## src/hdl/sid_pkg.sv

```systemverilog
`default_nettype none
// ----------------------------------------------------------------------------
// sid_pkg
// Shared widths and beat types for the segment intersection pipeline.
// ----------------------------------------------------------------------------
package sid_pkg;

    localparam int COORD_BITS = 16;
    localparam int DIFF_BITS  = COORD_BITS + 1;
    localparam int PROD_BITS  = 2 * COORD_BITS + 2;
    localparam int PROJ_BITS  = 2 * COORD_BITS + 3;
    localparam int DEN_BITS   = 2 * COORD_BITS + 4;
    localparam int NUM_BITS   = 3 * COORD_BITS + 4;

    typedef struct packed {
        logic signed [COORD_BITS-1:0] seg0_start_x;
        logic signed [COORD_BITS-1:0] seg0_start_y;
        logic signed [COORD_BITS-1:0] seg0_end_x;
        logic signed [COORD_BITS-1:0] seg0_end_y;
        logic signed [COORD_BITS-1:0] seg1_start_x;
        logic signed [COORD_BITS-1:0] seg1_start_y;
        logic signed [COORD_BITS-1:0] seg1_end_x;
        logic signed [COORD_BITS-1:0] seg1_end_y;
    } in_t;

    typedef struct packed {
        logic                         crossing;
        logic signed [COORD_BITS-1:0] hit_x;
        logic signed [COORD_BITS-1:0] hit_y;
    } out_t;

    // Work handed from one divider cell to the next.
    typedef struct packed {
        logic                         hit;
        logic                         neg_x;
        logic                         neg_y;
        logic [NUM_BITS-1:0]          rem_x;
        logic [NUM_BITS-1:0]          rem_y;
        logic [DEN_BITS-1:0]          den;
        logic [COORD_BITS-1:0]        quo_x;
        logic [COORD_BITS-1:0]        quo_y;
        logic [COORD_BITS-1:0]        a0x;
        logic [COORD_BITS-1:0]        a0y;
    } div_t;

endpackage
`default_nettype wire

```

## src/hdl/sid_div_cell.sv

```systemverilog
`default_nettype none
// ----------------------------------------------------------------------------
// sid_div_cell
// One restoring-division step for both coordinates, settling one quotient bit.
// ----------------------------------------------------------------------------
module sid_div_cell import sid_pkg::*;
#(
    parameter int SHIFT = 0
)
(
    input  wire logic clk,
    input  wire logic rst_n,
    input  wire logic up_valid,
    input  wire div_t up_data,
    output logic      up_ready,
    output logic      down_valid,
    output div_t      down_data,
    input  wire logic down_ready
);

    logic                  valid_reg;
    logic [NUM_BITS-1:0]   dsh;
    logic [COORD_BITS-1:0] qbit;
    div_t                  next_c;

    assign up_ready = !valid_reg || down_ready;

    always_comb
    begin
        dsh  = NUM_BITS'(up_data.den) << SHIFT;
        qbit = COORD_BITS'(1) << SHIFT;
        next_c = up_data;
        if (up_data.rem_x >= dsh)
        begin
            next_c.rem_x = up_data.rem_x - dsh;
            next_c.quo_x = up_data.quo_x | qbit;
        end
        if (up_data.rem_y >= dsh)
        begin
            next_c.rem_y = up_data.rem_y - dsh;
            next_c.quo_y = up_data.quo_y | qbit;
        end
    end

    always_ff @(posedge clk or negedge rst_n)
    begin
        if (!rst_n)
        begin
            valid_reg <= 1'b0;
        end
        else if (up_ready)
        begin
            valid_reg <= up_valid;
        end
    end

    always_ff @(posedge clk)
    begin
        if (up_ready)
        begin
            down_data <= next_c;
        end
    end

    assign down_valid = valid_reg;

endmodule
`default_nettype wire

```

## config.mk

```make
export PLATFORM = sky130hd
export DESIGN_NAME = sid_div_cell
export DESIGN_NICKNAME = d
export VERILOG_FILES = /design/src/hdl/sid_pkg.sv /design/src/hdl/sid_div_cell.sv
export SDC_FILE = /design/constraint.sdc
export NUM_CORES = 1
export LEC_CHECK = 0
export BUFFER_PORTS_ARGS = -buffer_cell sky130_fd_sc_hd__clkbuf_2
export CORE_AREA = 2 2 162 164
export CTS_BUF_LIST = sky130_fd_sc_hd__clkbuf_8 sky130_fd_sc_hd__clkbuf_16
export DETAILED_ROUTE_END_ITERATION = 16
export DIE_AREA = 0 0 164 166
export GPL_ROUTABILITY_DRIVEN = 0
export GPL_TIMING_DRIVEN = 0
export HOLD_SLACK_MARGIN = 0.15
export PLACE_DENSITY = 0.77
export SKIP_LAST_GASP = 1
export SLEW_MARGIN = 20
export SYNTH_ARGS = -nofsm -noshare
export SYNTH_HDL_FRONTEND = slang
export SYNTH_SLANG_ARGS = --single-unit
```

## constraint.sdc

```tcl
create_clock -name clk -period 15.16 [get_ports clk]
set_input_delay 0 -clock clk [delete_from_list [all_inputs] [get_ports clk]]
set_output_delay 0 -clock clk [all_outputs]
set_load 0.005 [all_outputs]
```

Word level (Yosys, flattened, before mapping)
Cells that the tools add are included.
Word-level totals
  register bits after elaboration: 208
  bits of input ports: 211
  output and inout port bits: 209
  logic and storage cells: 21
Cells by class
  add/subtract/negate cells: 2
  order comparisons: 2
  mux-type cells: 2
  reduce and logical (&&, ||, !) cells: 2
Operator list (count)
  $ge 52x36->1: 2
  $mux 52: 2
  $sub 52x36->52: 2
  $logic_not 1->1: 1
  $logic_or 1x1->1: 1

Depth between registers and ports, before layout
Gate-level depths: netlist of the first run.
  word-level depth: 2
  depth in mapped cells: 13
  gate-level depth less buffers: 12

Worst setup path before layout of the first run
Ideal clock, no wire load.
  kind: reg2reg
  start point: register valid_reg, in the netlist down_valid
  end point: register down_data[0] in the netlist's numbering (enable)
  arrival: 5.127 ns
  path slack: 9.425 ns
  cell stages (with the launch flop): 2
  path buffers: 0
  clock period less this slack: 5.735 ns
  cells stage by stage: dfrtp_1 -> nand2b_1
Between the ends
  word-level cells in the longest chain between the ends: 2
RTL lines
  start, declared: line sid_div_cell.sv:21  | logic valid_reg;
  start signal, assigned: line sid_div_cell.sv:53  | valid_reg <= up_valid;
  $logic_not 1->1: line sid_div_cell.sv:26  | assign up_ready = !valid_reg || down_ready;
  $logic_or 1x1->1: line sid_div_cell.sv:26
  via up_ready: line sid_div_cell.sv:15  | output logic up_ready,
  end signal, assigned: line sid_div_cell.sv:61  | down_data <= next_c;
  end, declared: line sid_div_cell.sv:17  | output div_t down_data,
The timed path passes the listed nets, and every way through them passes these cells.
A chain may end at the register's enable or synchronous reset.

==> metrics.txt, run 1 <==
Die W 164 um; Area Overhead vs Synth 47.0%; row cnt 59; Nets 2120; post-route insts no fill 2195; DRC 0; Starting Density 0.477; Synthesis Warnings 0; HP Class in2reg; Netlist cell types 70; hold path cells 2; mapped cell area 12200 sq um; CP max stage delay 0.63 ns; Congestion Overflow GR 0; clock buffer count from CTS 22; first-pass GRT wire length 71.0 mm; drt pass-1 iters 5; setup_tns 0 ns; worst-margin pin slew 0.860 ns; routed length per instance 21.3 um; CP required 15.42 ns; Max-Cap Viols 0; Die ar. 27200 sq um; I/O pins 420; Synth Area per Inst 10.6 sq um; final hold violations 0; setup ws final 10.82 ns; clock latency on the worst-skew pair 0.52 ns; Root Buffer clkbuf_16; HP Start up_data[37]; R2R Setup Slk 13.41 ns; worst-path fanout max 4; crit-path cells dlygate4sd3_1, clkbuf_2, ha_1, fa_1, nand2b_1, a21oi_1, o21ai_0, a311oi_1, o21bai_1, a2111oi_0, o21ai_0, nand3_1, xnor2_1, dlygate4sd3_1; RSZ-0062 raised after global routing false; H-tree Lvls 1; reg2reg start down_valid; CTS Sinks 208; Pwr Density 97.7 nW/um^2; CP max-delay cell a2111oi_0; Total Wirelength 46.8 mm; Switching Power 497 uW; crit path capture type register; Async S/R FF share, synth 0.00481; skew final 0.0123 ns; CTS tree yes; Worst Hold Path EP down_data[37]; dpl hpwl 32.1 mm; most frequent cells in the layout clkbuf_2, dlygate4sd3_1, edfxtp_1; fmax 231 MHz; Vias/cell 5.79; Yosys reg bits 208; core area 25600 sq um; FF-to-FF End down_data[126]; Mapped Cells 1155; DP Cell Count 1911; Critical Path AT 4.60 ns; share of cells above drive strength 1 0.263; CTS max path bufs 3; Gate power share 0.248; Post-CTS Repair Setup Buffers 0; largest net degree at the start of global routing 62; Top FF cell, synth edfxtp_1; reg2reg path depth 3; drt initial violations 1335; final period utilization 0.286; Mapped Nets 1440; fin. max-slew vios 0; post-route ant nets 0; initial antenna violation count 8; clock-pin slew on the worst setup and hold paths 0.06 ns; Crit Path Class in2reg; commonest non-fill, non-tap cell in the layout clkbuf_2; Final setup viols 0; Reg power frac 0.421; Buffers on Ports 417; Post-synth EDFFs 207; Clock power frac 0.331; vias after detailed routing 12706; Leakage 0.00777 uW; fin crit period 4.34 ns; status finished clean; WP buf/inv 3; Post-CTS Resized 0; P_int 1260 uW; Top delay family on crit path compound AO/OA/AOI/OAI gates; Sw Share 0.283; Seq/Total Area, Yosys 0.511; Final Util 0.701; dpl ws 11.58 ns; Max-Slew Margin vs Limit 0.422; vias in the first global route 12918; GRT Total Usage 0.339; Worst Setup Start Kind input port; height of the die 166 um; VDD IR-drop max 0.0832 mV
[layer usage]
layer  routed length, um  track usage
met5                   0            0
met2               23100        0.579
met4                3210        0.211
met1               16400        0.379
met3                4110       0.0784
[registers in the layout (all words and copies together), names as in the netlist]
name / cells
down_valid: 1
down_data: 207
[layout make-up]
class	count	area, sq um
fillers	1760	7660
flip-flops and latches	208	6240
multi-input cells	844	5550
repair buffers	656	4530
clock buffers	24	589
well taps	335	419
inverters	59	221
plain buffers	44	209
clock inverters	15	169
diodes	10	25.0
[cell usage after synthesis (11+ instances only)]
library cell  number  area [sq um]
inv_1             59           221
or4_1             11          82.6
ha_1              72           901
o21ai_0           80           400
nor2_1            54           203
o21bai_1          18           135
o21ai_1           24           120
nand2_1          138           518
nor3_1            23           115
clkbuf_1          32           120
xor2_1            48           420
o21a_1            11          82.6
edfxtp_1         207          6220
xnor2_1           48           420
a21o_1            32           240
nand4_1           28           175
nand2b_1          14          87.6
nand3_1           18          90.1
a21oi_1           94           470
[power groups by stage]
| stage | Combinational [uW] | Clock, uW | Sequential (uW) |
|---|---|---|---|
| after global placement | 354 | 0 | 756 |
| after CTS | 418 | 576 | 734 |
| final | 435 | 580 | 739 |
| after detailed placement | 364 | 0 | 746 |
| after floorplan | 192 | 0 | 761 |
| after global routing | 472 | 608 | 744 |
[worst max-delay path by stage]
stage | slack (ns) | to | cells after the start | startpoint
final | 10.82 | down_data[198] | 14 | up_data[64]
after detailed placement | 11.58 | down_data[153] | 12 | up_data[80]
after global routing | 10.58 | down_data[198] | 14 | up_data[64]
after floorplan | 9.43 | down_data[0] | 1 | down_valid
after CTS | 11.01 | down_data[198] | 14 | up_data[64]
after global placement | 7.37 | up_ready | 3 | down_ready
[logic make-up after synthesis]
kind of cell               Yosys count  synth area share
adders and majority gates           74            0.0770
muxes                                7           0.00625
and+or+nand+nor                    339             0.135
AOI/OAI and AO/OA                  328             0.167
xor gates and xnor gates            96            0.0688
buffers and inverters              103            0.0352
DFF                                208             0.511
[through the flow]
stage | hold WS, ns | cell area, sq um | total power [uW]
floorplan | -0.296 | 12200 | 953
global placement | -0.223 | 14700 | 1110
finish | 0.194 | 18000 | 1750
global route | 0.186 | 18000 | 1820
CTS | 0.181 | 17900 | 1730
detailed placement | -0.220 | 14800 | 1110
[repair_timing]
action	CTS	global route
hold buffers	235	0
setup endpoints to repair	0	0
endpoints found under the hold margin	230	0
(Power assumes the default switching activity.)
==> run 2: changes to the inputs <==
ABC_AREA = 1   (was not set)
CORE_AREA = not set   (was 2 2 162 164)
CORE_ASPECT_RATIO = 1.1   (was not set)
CORE_MARGIN = 1   (was not set)
CORE_UTILIZATION = 54   (was not set)
DIE_AREA = not set   (was 0 0 164 166)
PLACE_DENSITY = 0.82   (was 0.77)
clock period = 4 ns   (was 15.16 ns; I/O delays follow)
==> run 2 against run 1 <==
Core utilization up 4.8 points; cell area is 17% higher; synthesized cell count up 90%; global-route usage grew 6.0 points; critical path depth up 2; via count increased by 39%; sequential share of layout area is 5.0 points lower; combinational power grew to 4.4 times the previous value; hold slack got worse by 0.012 ns; setup slack lost 10 ns; largest cell class is now multi-input combinational cells; largest power group unchanged.
==> metrics.txt, run 2 <==
status finished clean (unchanged); clock-pin slew on the worst setup and hold paths 0.07 ns (was 0.06 ns); post-route ant nets 0 (unchanged); Largest Register down_data (unchanged); share of the synthesized area in the top cell type 0.404 (was 0.509); crit path capture type register (unchanged); dpl hpwl 42.9 mm (was 32.1 mm); Congestion Overflow GR 0 (unchanged); I/O pins 420 (unchanged); Pwr Density 330 nW/um^2 (was 97.7 nW/um^2); drt pass-1 iters 9 (was 5); RSZ-0062 raised after global routing false (unchanged); worst-path fanout max 4 (unchanged); post-synth top area cell edfxtp_1 (unchanged); vias in the first global route 16758 (was 12918); CTS max path bufs 3 (unchanged); Die ar. 29200 sq um (was 27200 sq um); Worst Setup Start Kind input port (unchanged); Crit Path Class in2reg (unchanged); Top FF cell, synth edfxtp_1 (unchanged); commonest cells in the netlist nand2_1, inv_1, edfxtp_1 (was edfxtp_1, nand2_1, a21oi_1); initial antenna violation count 7 (was 8); fin crit period 3.44 ns; Switching Power 2170 uW (was 497 uW); height of the die 179 um (was 166 um); Vias/cell 5.44 (was 5.79); Sw Share 0.315 (was 0.283); met1 GRT Util 0.444 (was 0.379); Starting Density 0.551 (was 0.477); final hold violations 0 (unchanged); Mapped Nets 2482 (was 1440); worst-margin pin slew 0.822 ns (was 0.860 ns); Synthesis Warnings 0 (unchanged); core area 27900 sq um (was 25600 sq um); row cnt 64 (was 59); Mapped Cells 2197 (was 1155); Nets 3144 (was 2120); routed length per instance 18.4 um (was 21.3 um); mapped cell area 15400 sq um (was 12200 sq um); Post-synth EDFFs 207 (unchanged); Critical Path AT 3.84 ns (was 4.60 ns); DP Cell Count 2980 (was 1911); largest net degree at the start of global routing 108 (was 62); H-tree Lvls 1 (unchanged); clock buffer count from CTS 22 (unchanged); Post-CTS Resized 0 (unchanged); CTS tree yes (unchanged); met2 Usage GRT 0.691 (was 0.579); commonest non-fill, non-tap cell in the layout nand2_1 (was clkbuf_2); fin. max-slew vios 0 (unchanged); Final Cell Area 20900 sq um (was 18000 sq um); post-route insts no fill 3247 (was 2195); Area Overhead vs Synth 36.1% (was 47.0%); Leakage 0.0109 uW (was 0.00777 uW); Netlist cell types 34 (was 70); CP required 4.40 ns (was 15.42 ns); Root Buffer clkbuf_16 (unchanged); Max-Slew Margin vs Limit 0.452 (was 0.422); most used routing layer met2 (unchanged); Reg power frac 0.404 (was 0.421); Async S/R FF share, synth 0.00481 (unchanged); Synth Area per Inst 7.00 sq um (was 10.6 sq um); Final setup viols 0 (unchanged); Max-Cap Viols 0 (unchanged); fmax 291 MHz; Gate power share 0.279 (was 0.248); GRT Total Usage 0.398 (was 0.339); max reg flops 207 (unchanged); most numerous cell in the Yosys netlist nand2_1 (was edfxtp_1); Total Wirelength 59.9 mm (was 46.8 mm); drt initial violations 2185 (was 1335); HP Class in2reg (unchanged); grt met3 use 0.0708 (was 0.0784); CTS Sinks 208 (unchanged); Die W 163 um (was 164 um); P_int 4730 uW (was 1260 uW); VDD IR-drop max 0.323 mV (was 0.0832 mV); vias after detailed routing 17673 (was 12706); Clock power frac 0.317 (was 0.331); DRC 0 (unchanged); skew final 0.0167 ns (was 0.0123 ns); first-pass GRT wire length 87.8 mm (was 71.0 mm); Final Util 0.749 (was 0.701); final period utilization 0.860; Pwr Total 6900 uW (was 1750 uW); Seq/Total Area, Yosys 0.406 (was 0.511); Yosys reg bits 208 (unchanged); most frequent cells in the layout nand2_1, inv_1, clkbuf_2 (was clkbuf_2, dlygate4sd3_1, edfxtp_1); share of cells above drive strength 1 0.195 (was 0.263); Buffers on Ports 419 (was 417); top cells by area, synth edfxtp_1, nand2_1, inv_1, ha_1, nor2_1 (was edfxtp_1, ha_1, nand2_1, a21oi_1, xnor2_1); Area after DPL 18000 sq um (was 14800 sq um); clock latency on the worst-skew pair 0.53 ns (was 0.52 ns)
## run 2: cell families after synthesis
group / Yosys count / synth area share
AOI/OAI and AO/OA: 125 / 0.0489
DFF: 208 / 0.406
xor gates and xnor gates: 44 / 0.0250
adders and majority gates: 74 / 0.0612
and+or+nand+nor: 1274 / 0.339
buffers and inverters: 472 / 0.120
## run 2: cell type report
class,instances,area (sq um)
diodes,9,22.5
plain buffers,18,140
clock buffers,22,551
clock inverters,18,208
fillers,2056,7000
inverters,454,1700
multi-input cells,1517,7320
flip-flops and latches,208,6240
well taps,363,454
repair buffers,638,4310
## run 2: critical path, cell delays in order
cell,delay [ns]
dlygate4sd3_1,0.54
clkbuf_2,0.15
inv_1,0.10
ha_1,0.40
nand2_1,0.10
inv_1,0.08
nand2_1,0.11
nor2_1,0.42
nand4_1,0.16
nand3_1,0.32
nand3b_1,0.13
nand2_1,0.09
nand2_1,0.05
dlygate4sd3_1,0.55
nand2_1,0.08
dlygate4sd3_1,0.54
## run 2: per-layer routing
metal / wire (um) / part of all wire
met3: 6070 / 0.10
met4: 4740 / 0.079
met5: 0 / 0
met1: 20600 / 0.34
met2: 28400 / 0.47
## run 2: timing repair
| item | 4_1_cts | 5_1_grt |
|---|---|---|
| hold buffers | 218 | 0 |
| setup buffers | 0 | 0 |
| endpoints found under the hold margin | 209 | 0 |
## run 2: per-stage QoR
| step | setup WS, ns | setup TNS [ns] | hold slack [ns] |
|---|---|---|---|
| after global routing | 0.412 | 0 | 0.186 |
| after detailed placement | 1.48 | 0 | -0.218 |
| after CTS | 0.777 | 0 | 0.171 |
| final | 0.560 | 0 | 0.182 |
| after floorplan | 0.665 | 0 | -0.296 |
| after global placement | -0.134 | -23.73 | -0.225 |
## run 2: path summary, 6_finish.rpt
check	slack (ns)	cells past startpoint	start	to
setup / recovery	0.56	16	up_data[79]	down_data[151]
hold / removal	0.18	2	up_data[17]	down_data[17]
setup reg to reg	1.97	2	down_valid	down_data[192]
hold reg to reg	1.18	2	down_valid	down_valid
max in group asynchronous	3.58	3	rst_n	down_valid
min in group asynchronous	0.32	3	rst_n	down_valid
## run 2: power by group through the flow
stage               clock [uW]  combinational (uW)  sequential (uW)
floorplan                    0                 923             2850
global placement             0                1610             2830
detailed placement           0                1640             2820
CTS                       2170                1830             2770
global route              2270                2080             2800
finish                    2190                1920             2790
